<file path="src/rtl/xcl_pkg.sv">
// xcl_pkg: shared types and codes for the xml context lexer
// holds the item structs, token/context/status codes and the lexer state record
// no dependencies
package xcl_pkg;

  typedef enum logic [3:0] {
    KIND_WS        = 4'd0,
    KIND_TAGSTART  = 4'd1,
    KIND_TAGEND    = 4'd2,
    KIND_DECLSTART = 4'd3,
    KIND_DECLEND   = 4'd4,
    KIND_NAME      = 4'd5,
    KIND_SYMBOL    = 4'd6,
    KIND_QUOTED    = 4'd7,
    KIND_CONTENT   = 4'd8
  } kind_e;

  typedef enum logic [1:0] {
    CTX_CONTENT = 2'd0,
    CTX_TAG     = 2'd1,
    CTX_DECL    = 2'd2
  } ctx_e;

  typedef enum logic [1:0] {
    HOLD_NONE = 2'd0,
    HOLD_LT   = 2'd1,
    HOLD_QM   = 2'd2
  } hold_e;

  typedef enum logic [1:0] {
    STAT_TOKEN = 2'd0,
    STAT_ERROR = 2'd1,
    STAT_EOS   = 2'd2
  } status_e;

  localparam logic CMD_DATA = 1'b0;
  localparam logic CMD_EOS  = 1'b1;

  // result queue depth, must hold two results per item plus the one in flight
  localparam int unsigned XCL_FIFO_DEPTH = 4;

  typedef struct packed {
    logic       command;
    logic [7:0] in_byte;
  } xcl_in_t;

  typedef struct packed {
    logic [7:0] out_byte;
    logic [3:0] token_kind;
    logic       first_of_token;
    logic [1:0] status;
    logic [1:0] context_after;
    logic       last_of_run;
  } xcl_out_t;

  typedef struct packed {
    ctx_e  context_mode;
    kind_e open_kind;
    logic  token_open;
    logic  escape_next;
    hold_e held_symbol;
    logic  error_halt;
  } lex_state_t;

  localparam lex_state_t LEX_STATE_RESET = '{
    context_mode: CTX_CONTENT,
    open_kind:    KIND_WS,
    token_open:   1'b0,
    escape_next:  1'b0,
    held_symbol:  HOLD_NONE,
    error_halt:   1'b0
  };

  // results of one item: 0, 1 or 2 entries, res0 first
  typedef struct packed {
    logic [1:0] count;
    xcl_out_t   res0;
    xcl_out_t   res1;
  } lex_res_t;

endpackage

</file>
<file path="src/rtl/xcl_lexer.sv">
// xcl_lexer: combinational lexing of one item against the current lexer state
// produces the next state and up to two results
// depends on xcl_pkg
module xcl_lexer (
  input  xcl_pkg::lex_state_t state_i,
  input  xcl_pkg::xcl_in_t    item_i,
  output xcl_pkg::lex_state_t state_o,
  output xcl_pkg::lex_res_t   res_o
);
  import xcl_pkg::*;

  localparam logic [7:0] CH_LT    = 8'h3C;
  localparam logic [7:0] CH_GT    = 8'h3E;
  localparam logic [7:0] CH_QM    = 8'h3F;
  localparam logic [7:0] CH_SLASH = 8'h2F;
  localparam logic [7:0] CH_EQ    = 8'h3D;
  localparam logic [7:0] CH_DQ    = 8'h22;
  localparam logic [7:0] CH_BSL   = 8'h5C;
  localparam logic [7:0] CH_NUL   = 8'h00;

  typedef struct packed {
    lex_state_t st;
    logic       valid;
    xcl_out_t   res;
  } step_t;

  function automatic logic is_ws(logic [7:0] b);
    return b == 8'h20 || b == 8'h09 || b == 8'h0D || b == 8'h0A;
  endfunction

  function automatic logic is_name(logic [7:0] b);
    return (b >= 8'h61 && b <= 8'h7A) || (b >= 8'h41 && b <= 8'h5A) ||
           (b >= 8'h30 && b <= 8'h39) || b == 8'h5F;
  endfunction

  function automatic xcl_out_t mk(logic [7:0] b, kind_e kind, logic first,
                                  status_e stat, ctx_e ctx);
    xcl_out_t r;
    r.out_byte       = b;
    r.token_kind     = kind;
    r.first_of_token = first;
    r.status         = stat;
    r.context_after  = ctx;
    r.last_of_run    = 1'b0;
    return r;
  endfunction

  // whitespace and name runs continue an open token of the same kind
  function automatic step_t run_token(lex_state_t s, logic [7:0] b, kind_e kind);
    step_t o;
    logic  first;
    first        = !(s.token_open && s.open_kind == kind);
    o.st         = s;
    o.st.token_open = 1'b1;
    o.st.open_kind  = kind;
    o.valid      = 1'b1;
    o.res        = mk(b, kind, first, STAT_TOKEN, s.context_mode);
    return o;
  endfunction

  function automatic step_t lex_byte(lex_state_t s, logic [7:0] b);
    step_t o;
    o.st    = s;
    o.valid = 1'b0;
    o.res   = mk(b, KIND_WS, 1'b0, STAT_TOKEN, s.context_mode);
    if (s.context_mode != CTX_TAG && s.context_mode != CTX_DECL) begin
      if (b == CH_LT) begin
        o.st.token_open  = 1'b0;
        o.st.held_symbol = HOLD_LT;
      end else if (s.token_open && s.open_kind == KIND_CONTENT) begin
        o.valid = 1'b1;
        o.res   = mk(b, KIND_CONTENT, 1'b0, STAT_TOKEN, s.context_mode);
      end else if (is_ws(b)) begin
        o = run_token(s, b, KIND_WS);
      end else begin
        o.st.token_open = 1'b1;
        o.st.open_kind  = KIND_CONTENT;
        o.valid         = 1'b1;
        o.res           = mk(b, KIND_CONTENT, 1'b1, STAT_TOKEN, s.context_mode);
      end
    end else if (s.token_open && s.open_kind == KIND_QUOTED) begin
      if (s.escape_next) begin
        o.st.escape_next = 1'b0;
      end else if (b == CH_BSL) begin
        o.st.escape_next = 1'b1;
      end else if (b == CH_DQ) begin
        o.st.token_open = 1'b0;
      end
      o.valid = 1'b1;
      o.res   = mk(b, KIND_QUOTED, 1'b0, STAT_TOKEN, s.context_mode);
    end else if (b == CH_DQ) begin
      o.st.token_open  = 1'b1;
      o.st.open_kind   = KIND_QUOTED;
      o.st.escape_next = 1'b0;
      o.valid          = 1'b1;
      o.res            = mk(b, KIND_QUOTED, 1'b1, STAT_TOKEN, s.context_mode);
    end else if (is_ws(b)) begin
      o = run_token(s, b, KIND_WS);
    end else if (is_name(b)) begin
      o = run_token(s, b, KIND_NAME);
    end else if (b == CH_EQ) begin
      o.st.token_open = 1'b0;
      o.valid         = 1'b1;
      o.res           = mk(b, KIND_SYMBOL, 1'b1, STAT_TOKEN, s.context_mode);
    end else if (s.context_mode == CTX_TAG && b == CH_GT) begin
      o.st.token_open   = 1'b0;
      o.st.context_mode = CTX_CONTENT;
      o.valid           = 1'b1;
      o.res             = mk(b, KIND_TAGEND, 1'b1, STAT_TOKEN, CTX_CONTENT);
    end else if (s.context_mode == CTX_DECL && b == CH_QM) begin
      o.st.token_open  = 1'b0;
      o.st.held_symbol = HOLD_QM;
    end else begin
      o.st.token_open = 1'b0;
      o.st.error_halt = 1'b1;
      o.valid         = 1'b1;
      o.res           = mk(b, KIND_WS, 1'b0, STAT_ERROR, s.context_mode);
    end
    return o;
  endfunction

  lex_state_t st;
  logic       pre_v;
  xcl_out_t   pre;
  step_t      lex;
  logic [7:0] b;

  always_comb begin
    b     = item_i.in_byte;
    st    = state_i;
    pre_v = 1'b0;
    pre   = mk(CH_LT, KIND_TAGSTART, 1'b1, STAT_TOKEN, CTX_TAG);
    lex.st    = state_i;
    lex.valid = 1'b0;
    lex.res   = mk(b, KIND_WS, 1'b0, STAT_TOKEN, state_i.context_mode);

    if (item_i.command == CMD_EOS) begin
      // flush a held lookahead byte, then report end of stream
      pre_v = (state_i.held_symbol != HOLD_NONE);
      if (state_i.held_symbol == HOLD_QM) begin
        pre = mk(CH_QM, KIND_SYMBOL, 1'b1, STAT_TOKEN, CTX_DECL);
      end
      lex.st    = LEX_STATE_RESET;
      lex.valid = 1'b1;
      lex.res   = mk(CH_NUL, KIND_WS, 1'b0, STAT_EOS, CTX_CONTENT);
    end else if (!state_i.error_halt) begin
      unique case (state_i.held_symbol)
        HOLD_LT: begin
          st.held_symbol = HOLD_NONE;
          st.token_open  = 1'b0;
          pre_v          = 1'b1;
          if (b == CH_SLASH) begin
            st.context_mode = CTX_TAG;
            lex.st    = st;
            lex.valid = 1'b1;
            lex.res   = mk(b, KIND_TAGSTART, 1'b0, STAT_TOKEN, CTX_TAG);
          end else if (b == CH_QM) begin
            st.context_mode = CTX_DECL;
            pre       = mk(CH_LT, KIND_DECLSTART, 1'b1, STAT_TOKEN, CTX_DECL);
            lex.st    = st;
            lex.valid = 1'b1;
            lex.res   = mk(b, KIND_DECLSTART, 1'b0, STAT_TOKEN, CTX_DECL);
          end else begin
            st.context_mode = CTX_TAG;
            lex = lex_byte(st, b);
          end
        end
        HOLD_QM: begin
          st.held_symbol = HOLD_NONE;
          st.token_open  = 1'b0;
          pre_v          = 1'b1;
          if (b == CH_GT) begin
            st.context_mode = CTX_CONTENT;
            pre       = mk(CH_QM, KIND_DECLEND, 1'b1, STAT_TOKEN, CTX_CONTENT);
            lex.st    = st;
            lex.valid = 1'b1;
            lex.res   = mk(b, KIND_DECLEND, 1'b0, STAT_TOKEN, CTX_CONTENT);
          end else begin
            pre = mk(CH_QM, KIND_SYMBOL, 1'b1, STAT_TOKEN, state_i.context_mode);
            lex = lex_byte(st, b);
          end
        end
        default: begin
          lex = lex_byte(st, b);
        end
      endcase
    end
  end

  always_comb begin
    state_o     = lex.st;
    res_o.count = {1'b0, pre_v} + {1'b0, lex.valid};
    res_o.res0  = pre_v ? pre : lex.res;
    res_o.res1  = lex.res;
    // the final result of the item carries the last mark
    if (pre_v && lex.valid) begin
      res_o.res1.last_of_run = 1'b1;
    end else begin
      res_o.res0.last_of_run = 1'b1;
    end
  end

endmodule

</file>
<file path="src/rtl/xcl_result_fifo.sv">
// xcl_result_fifo: small result queue that takes up to two results per cycle
// and hands out one per cycle at the output handshake
// depends on xcl_pkg
module xcl_result_fifo (
  input  logic              clk_i,
  input  logic              rst_ni,
  input  xcl_pkg::lex_res_t push_i,
  output logic              room2_o,
  output logic              out_valid_o,
  input  logic              out_stall_i,
  output xcl_pkg::xcl_out_t out_item_o
);
  import xcl_pkg::*;

  localparam int unsigned PtrW = $clog2(XCL_FIFO_DEPTH);
  localparam int unsigned CntW = $clog2(XCL_FIFO_DEPTH + 1);

  xcl_out_t          mem_q [XCL_FIFO_DEPTH];
  logic [PtrW-1:0]   wr_ptr_q, wr_ptr_d;
  logic [PtrW-1:0]   rd_ptr_q, rd_ptr_d;
  logic [CntW-1:0]   count_q, count_d;
  logic              pop;
  logic [PtrW-1:0]   wr_ptr_nx;

  assign pop         = out_valid_o && !out_stall_i;
  assign out_valid_o = (count_q != '0);
  assign out_item_o  = mem_q[rd_ptr_q];
  assign room2_o     = (count_q <= CntW'(XCL_FIFO_DEPTH - 2));
  assign wr_ptr_nx   = wr_ptr_q + PtrW'(1);

  always_comb begin
    wr_ptr_d = wr_ptr_q + PtrW'(push_i.count);
    rd_ptr_d = rd_ptr_q + PtrW'(pop);
    count_d  = count_q + CntW'(push_i.count) - CntW'(pop);
  end

  always_ff @(posedge clk_i or negedge rst_ni) begin
    if (!rst_ni) begin
      wr_ptr_q <= '0;
      rd_ptr_q <= '0;
      count_q  <= '0;
    end else begin
      wr_ptr_q <= wr_ptr_d;
      rd_ptr_q <= rd_ptr_d;
      count_q  <= count_d;
    end
  end

  always_ff @(posedge clk_i) begin
    if (push_i.count != 2'd0) begin
      mem_q[wr_ptr_q] <= push_i.res0;
    end
    if (push_i.count == 2'd2) begin
      mem_q[wr_ptr_nx] <= push_i.res1;
    end
  end

endmodule

</file>
<file path="src/rtl/xml_context_lexer.sv">
// xml_context_lexer: byte-wise xml lexer with content, tag and declaration contexts
// top level: input register, lexer state, combinational lexer and result queue
// depends on xcl_pkg, xcl_lexer, xcl_result_fifo
//
// usage:
//   input channel: in_valid_i / in_stall_o with in_item_i (command, in_byte).
//   command data lexes one byte, command end of stream flushes any held
//   lookahead byte, reports end of stream and returns the lexer to reset.
//   output channel: out_valid_o / out_stall_i with out_item_o; each item
//   gives zero, one or two results, the final one with last_of_run set.
//   path: an accepted item waits in the input register until the queue has
//   room for two results, is then lexed, and its results are written into
//   the result queue, from which they are offered on the output channel.
//   throughput: one item per cycle while each item gives at most one result
//   and the receiver does not stall; an item with two results hands them out
//   one at a time through the single output port of the four-entry result queue.
//   stall: the item in the input register is lexed only when the queue has
//   room for two results, so a stalled receiver backs up into in_stall_o;
//   no item or result is dropped.
//   reset: asynchronous, active low; clears the lexer state to content
//   context and empties both the input register and the result queue.
module xml_context_lexer (
  input  logic              clk_i,
  input  logic              rst_ni,
  input  logic              in_valid_i,
  output logic              in_stall_o,
  input  xcl_pkg::xcl_in_t  in_item_i,
  output logic              out_valid_o,
  input  logic              out_stall_i,
  output xcl_pkg::xcl_out_t out_item_o
);
  import xcl_pkg::*;

  logic       in_valid_q, in_valid_d;
  xcl_in_t    in_item_q;
  lex_state_t state_q, state_d;
  lex_res_t   lex_res;
  lex_res_t   push;
  logic       room2;
  logic       process;
  logic       accept;

  assign process    = in_valid_q && room2;
  assign in_stall_o = in_valid_q && !room2;
  assign accept     = in_valid_i && !in_stall_o;

  always_comb begin
    in_valid_d = in_valid_q;
    if (accept) begin
      in_valid_d = 1'b1;
    end else if (process) begin
      in_valid_d = 1'b0;
    end
    push = lex_res;
    if (!process) begin
      push.count = 2'd0;
    end
  end

  xcl_lexer u_lexer (
    .state_i (state_q),
    .item_i  (in_item_q),
    .state_o (state_d),
    .res_o   (lex_res)
  );

  xcl_result_fifo u_fifo (
    .clk_i       (clk_i),
    .rst_ni      (rst_ni),
    .push_i      (push),
    .room2_o     (room2),
    .out_valid_o (out_valid_o),
    .out_stall_i (out_stall_i),
    .out_item_o  (out_item_o)
  );

  always_ff @(posedge clk_i or negedge rst_ni) begin
    if (!rst_ni) begin
      in_valid_q <= 1'b0;
      state_q    <= LEX_STATE_RESET;
    end else begin
      in_valid_q <= in_valid_d;
      if (process) begin
        state_q <= state_d;
      end
    end
  end

  always_ff @(posedge clk_i) begin
    if (accept) begin
      in_item_q <= in_item_i;
    end
  end

endmodule
</file>
<file path="config.mk">
export PLATFORM = sky130hd
export DESIGN_NAME = xml_context_lexer
export DESIGN_NICKNAME = d
export VERILOG_FILES = /design/src/rtl/xcl_pkg.sv /design/src/rtl/xcl_lexer.sv /design/src/rtl/xcl_result_fifo.sv /design/src/rtl/xml_context_lexer.sv
export SDC_FILE = /design/constraint.sdc
export NUM_CORES = 1
export LEC_CHECK = 0
export ABC_AREA = 1
export BUFFER_PORTS_ARGS = -buffer_cell sky130_fd_sc_hd__buf_4
export CORE_MARGIN = 3
export CORE_UTILIZATION = 61
export DETAILED_ROUTE_END_ITERATION = 6
export PLACE_DENSITY = 0.89
export SKIP_CTS_REPAIR_TIMING = 1
export SLEW_MARGIN = 40
export SYNTH_ARGS = -nofsm -noshare
export SYNTH_HDL_FRONTEND = slang
export SYNTH_SLANG_ARGS = --single-unit
</file>
<file path="constraint.sdc">
create_clock -name clk_i -period 4.8 [get_ports clk_i]
set_input_delay 0.96 -clock clk_i [delete_from_list [all_inputs] [get_ports clk_i]]
set_output_delay 0.96 -clock clk_i [all_outputs]
set_load 0.01 [all_outputs]
</file>
* Word-level counts from Yosys, hierarchy flattened
Memories as Yosys holds them, arrays and structs flattened. Index checks and enable logic that the tools add are counted.
Operators by class: add/subtract/negate cells 6, order comparisons 7, equal/unequal tests 51, mux-type cells 90, reductions and logical operators 39
Operators with widths (number):
- $mux 30 | 10
- $mux 19 | 7
- $mux 18 | 4
- $mux 20 | 3
- $pmux 30 s2 | 1
- $eq 8x6->1 const B | 7
- $mux 22 | 2
- $pmux 18 s2 | 1
- $mux 10 | 3
- $ne 5x3->1 const B | 6
- $mux 2 | 13
- $eq 8x4->1 const B | 3
- $mux 1 | 24
- $mux 3 | 8
- $mux 6 | 4
- $mux 8 | 3
- $ne 4x4->1 const B | 5
- $reduce_and 10->1 | 2
- $mux 9 | 2
- $ne 3x3->1 const B | 6
- $reduce_and 9->1 | 2
- $eq 8x7->1 const B | 2
- $ge 8x7->1 const B | 2
- $le 8x7->1 const B | 2
- 33 further kinds | 71
Word-level totals: bits in registers 28, memory bits (writable) 72, input bits 13, output and inout bits 20, logic and storage cells 206, memories kept 1
Memory list:
- u_fifo.mem_q | words 4, bits a word 18, read ports 1, clocked after Yosys merged registers in 0, wr ports 2, line xcl_result_fifo.sv:18 | xcl_out_t mem_q [XCL_FIFO_DEPTH];

* Longest topological paths before layout
depth in word-level cells 18, depth in mapped cells 20, gate-level depth less buffers 20

* By module
A second synthesis with hierarchy kept.
Second synthesis, totals: cell total of the unflattened synthesis 813, area total of the unflattened synthesis 6565.0 um2
Modules (own cells, without submodules):
- xcl_result_fifo | instances 1, cells an instance 424, area each 4169.0 um2, seq. area each 2337.2 um2
- xcl_lexer | instances 1, cells an instance 321, area each 1612.8 um2, seq. area each 0.0 um2
- xml_context_lexer | instances 1, cells an instance 68, area each 783.3 um2, seq. area each 570.5 um2

* Least setup slack after synthesis
No wires, ideal clock.
kind register to register, start point register state_q[2] (netlist bit), end point memory u_fifo.mem_q[0][0] (netlist bit) (enable), setup time 0.418 ns, arrival time 3.335 ns, required time 4.382 ns, setup slack 1.047 ns, stages on the path, launching flop included 11, path buffers 2, clock period less this slack 3.753 ns, cells stage by stage dfrtp_1 inv_1 ha_1 clkbuf_1 clkbuf_1 o211ai_1 a31oi_1 inv_1 ha_1 o21ai_0 o21ai_0
RTL lines:
- start: declaration | line xml_context_lexer.sv:36 | lex_state_t state_q, state_d;
- start signal: assignment | line xml_context_lexer.sv:84 | state_q <= state_d;
- end: declaration | line xcl_result_fifo.sv:18

==> summary.md <==
| Metric | Value |
|---|---|
| Status | `finished, final reports clean` |
| Largest net degree at the start of global routing | `39` |
| Worst Max-Slew Pin Slew | `about 0.69 ns` |
| Final core utilization | `70.1%` |
| RSZ-0062 raised after global routing | `false` |
| Met3 Use GR | `6.21%` |
| Initial Utilization | `63.9%` |
| GP Congestion | `1.02` |
| Fill count | `between 600 and 700` |
| CP Data Required Time | `4.88 ns` |
| CP startpoint kind | `flip-flop` |
| DP Cell Count | `799` |
| Hpwl dp | `10,500 um` |
| Ant diodes | `0` |
| Endpoints failing hold | `0` |
| Cell mode on critical path | `inv_1` |
| Final Instance Area | `6200 sq um` |
| Slew Viols, Final | `0` |
| Ys Warns | `0` |
| Multi-input logic area | `around 2400 sq um` |
| Synth Cell Area | `5660 sq um` |
| Antenna-violating nets left | `0` |
| Clock transition at path regs | `approximately 0.11 ns` |
| Critical R2R Launch | `in_item_q[6]$_DFFE_PP_` |
| Fin Hold WS | `0.451 ns` |
| Met1 Use GR | `36.1%` |
| HP Class | `input port to asynchronous set/reset pin` |
| Final period utilization | `roughly 74%` |
| Crit-path cells | `inv_1, nand2_2, nor2_4, inv_1, nor2_1, nand2_1, o31ai_1, nand2_1, a31oi_1, inv_1, ha_1, nor2_1, inv_1, nor2_1, inv_1, o21ai_2, buf_4` |
| Worst Setup SP | `in_item_q[6]$_DFFE_PP_` |
| Post-synth top area share | `43.0%` |
| Register Area | `2910 sq um` |
| CP Data Arrival Time | `3.62 ns` |
| Wire length per cell | `17.8 um` |
| CORE AREA | `just under 9000 sq um` |
| Post-Syn Instances | `671` |
| Layout cells sized above 1 | `roughly an eighth` |
| Final std cells w/o fill | `between 800 and 900` |
| Fin nets | `between 700 and 800` |
| Chip Width | `102 um` |
| Rows | `34` |
| H-tree depth | `3` |
| Area Overhead vs Synth | `9.62%` |
| Reg2reg end | `u_fifo.mem_q[3][17]$_DFFE_PP_` |
| I/O Buffers | `32` |
| DP Worst Slack | `1.09 ns` |
| Normalized max-slew margin | `a little over half` |
| Seq/Total Area, Yosys | `51.4%` |
| Synth Net Count | `697` |
| Area contributors post-synth | `edfxtp_1 (43%), nand2_1 (11%), dfrtp_1 (8.4%)` |
| Fin crit period | `roughly 3.5 ns` |
| Setup violators final | `0` |
| I/O pin total | `33` |
| PwrDens | `between 600 and 700 nW/um^2` |
| Grt ovf | `0` |
| Routed vias/inst | `roughly 5.9` |
| Total of max-cap violations | `0` |
| Synthesized area per cell | `8.43 sq um` |
| Die span in y | `between 100 and 150 um` |
| Bufs on Longest Clock Path | `2` |
| Setup slack, reg-to-reg | `1.25 ns` |
| Worst Setup Path Type | `flip-flop to flip-flop` |
| Drt drc | `0` |
| Critical path endpoint category | `flip-flop` |
| M2 GR Usage | `slightly below 50%` |
| CTS Sinks | `100` |
| CP Max Fanout | `10` |
| DR iter-0 viols | `slightly above 400` |
| Layout Skew | `0.0192 ns` |
| Die area | `10,500 sq um` |
| Final WL | `14,500 um` |
| Gr busiest metal | `met2` |
| Cell taking the most area after synthesis | `edfxtp_1` |
| Setup TNS | `0 ns` |
| Max Fclk | `approximately 280 MHz` |
| Worst IR Drop VDD | `0.000292 V` |
| CTS tree | `done` |
| Clock Latency Late Sink | `0.38 ns` |
| R2R cell count | `17` |
| All-Layer GR Usage | `29.0%` |
| First-pass GRT wire length | `23,400 um` |
| Num CTS Buffers | `9` |
| Largest stage delay, worst path | `0.44 ns` |
| Total power | `4.30 mW` |
| Drt pass-1 iters | `5` |
| Setup WS post-layout | `between 1 and 1.5 ns` |
| Cell Area, Placed | `approximately 6000 sq um` |
| LEAKAGE | `2.65 nW` |
| Clk root buf | `clkbuf_8` |
| Antenna violations before repair | `0` |
| Synthesis-stage register bit count | `100` |
| Highest-delay cell along the critical path | `edfxtp_1` |
| Via count | `4,844` |
| Cell variety after synth | `39` |
| Number of global-route vias before repair | `4,813` |
==> worst max-delay path, delay by kind of cell, from the launching register on <==
| family | cells | cell delay (ns) |
|---|---|---|
| AND/OR/NAND/NOR | 7 | 1.13 |
| buffers and inverters | 6 | 0.84 |
| AO/OA/AOI/OAI | 3 | 0.52 |
| flip-flops | 1 | 0.44 |
| adder cells (fa/ha/maj) | 1 | 0.30 |
==> sequential cells by signal, summed over array words and instances, names as in the netlist <==
signal           cells
in_item_q            9
u_fifo.count_q       3
in_valid_q           1
u_fifo.wr_ptr_q      2
u_fifo.mem_q        72
u_fifo.rd_ptr_q      2
state_q             11
==> layout make-up <==
type / count / share of cell area [%]
flip-flops and latches: 100 / 46.9
multi-input cells: 475 / 38.2
inverters: 78 / 4.96
repair buffers: 38 / 4.60
well taps: 108 / 2.18
clock buffers: 9 / 2.00
clock inverters: 7 / 1.21
==> synthesized netlist by cell type (all sizes together) <==
cell / n
dfrtp: 19
inv: 77
clkinv: 1
nand4: 13
or2: 1
mux2i: 1
nor3: 4
o2111ai: 1
ha: 12
xnor2: 2
a21oi: 21
o211ai: 5
nand3: 30
o31ai: 2
nand2: 166
xor2: 3
o22ai: 20
clkbuf: 14
buf: 4
a31oi: 4
edfxtp: 81
nor4: 2
o21ai: 77
nor2: 110
fa: 1
==> per-layer routing <==
metal / part of all wire [%] / wire length, um
met5: 0 / 0
met3: 7.8 / 1130
met4: 2.5 / 366
met1: 39 / 5720
met2: 50 / 7310
==> cells in the final DEF, fill, tap and decap left out, types with 6 or more instances in the layout <==
cell type	n
buf_4	38
edfxtp_1	81
ha_1	12
nand4_1	12
a21oi_1	21
o21ai_0	66
dfrtp_1	19
clkbuf_8	9
nor2_1	97
o21ai_1	7
o22ai_1	20
nand2_1	162
inv_1	68
nand3_1	29
nor2_2	6
==> cell families (layout without fill, tap and decap cells) <==
logic type                 count (synthesis)  in the layout  synth area share (%)
DFF                                      100            100                  51.4
muxes                                      1              1                 0.177
AOI/OAI and AO/OA                        130            130                  12.7
and+or+nand+nor                          326            326                  25.1
buffers and inverters                     96            132                  6.83
xor gates and xnor gates                   5              5                 0.774
adders and majority gates                 13             13                  3.01
==> power breakdown <==
part | switching, mW | internal, mW | leakage [nW]
clock network | 0.337 | 0.207 | 0.0985
logic | 1.56 | 0.738 | 1.56
registers | 0.135 | 1.32 | 0.985
==> worst max path at each step <==
stage	endpoint	depth (start not counted)	slack (ns)
3_3_place_gp	u_fifo.mem_q[3][17]$_DFFE_PP_	17	1.30
6_report	u_fifo.mem_q[3][17]$_DFFE_PP_	17	1.25
2_1_floorplan	u_fifo.mem_q[0][0]$_DFFE_PP_	10	1.05
3_5_place_dp	u_fifo.mem_q[3][2]$_DFFE_PP_	17	1.09
4_1_cts	u_fifo.mem_q[3][17]$_DFFE_PP_	17	1.05
5_1_grt	u_fifo.mem_q[3][17]$_DFFE_PP_	17	1.03
No activity file was read; power rests on OpenSTA's default activity.
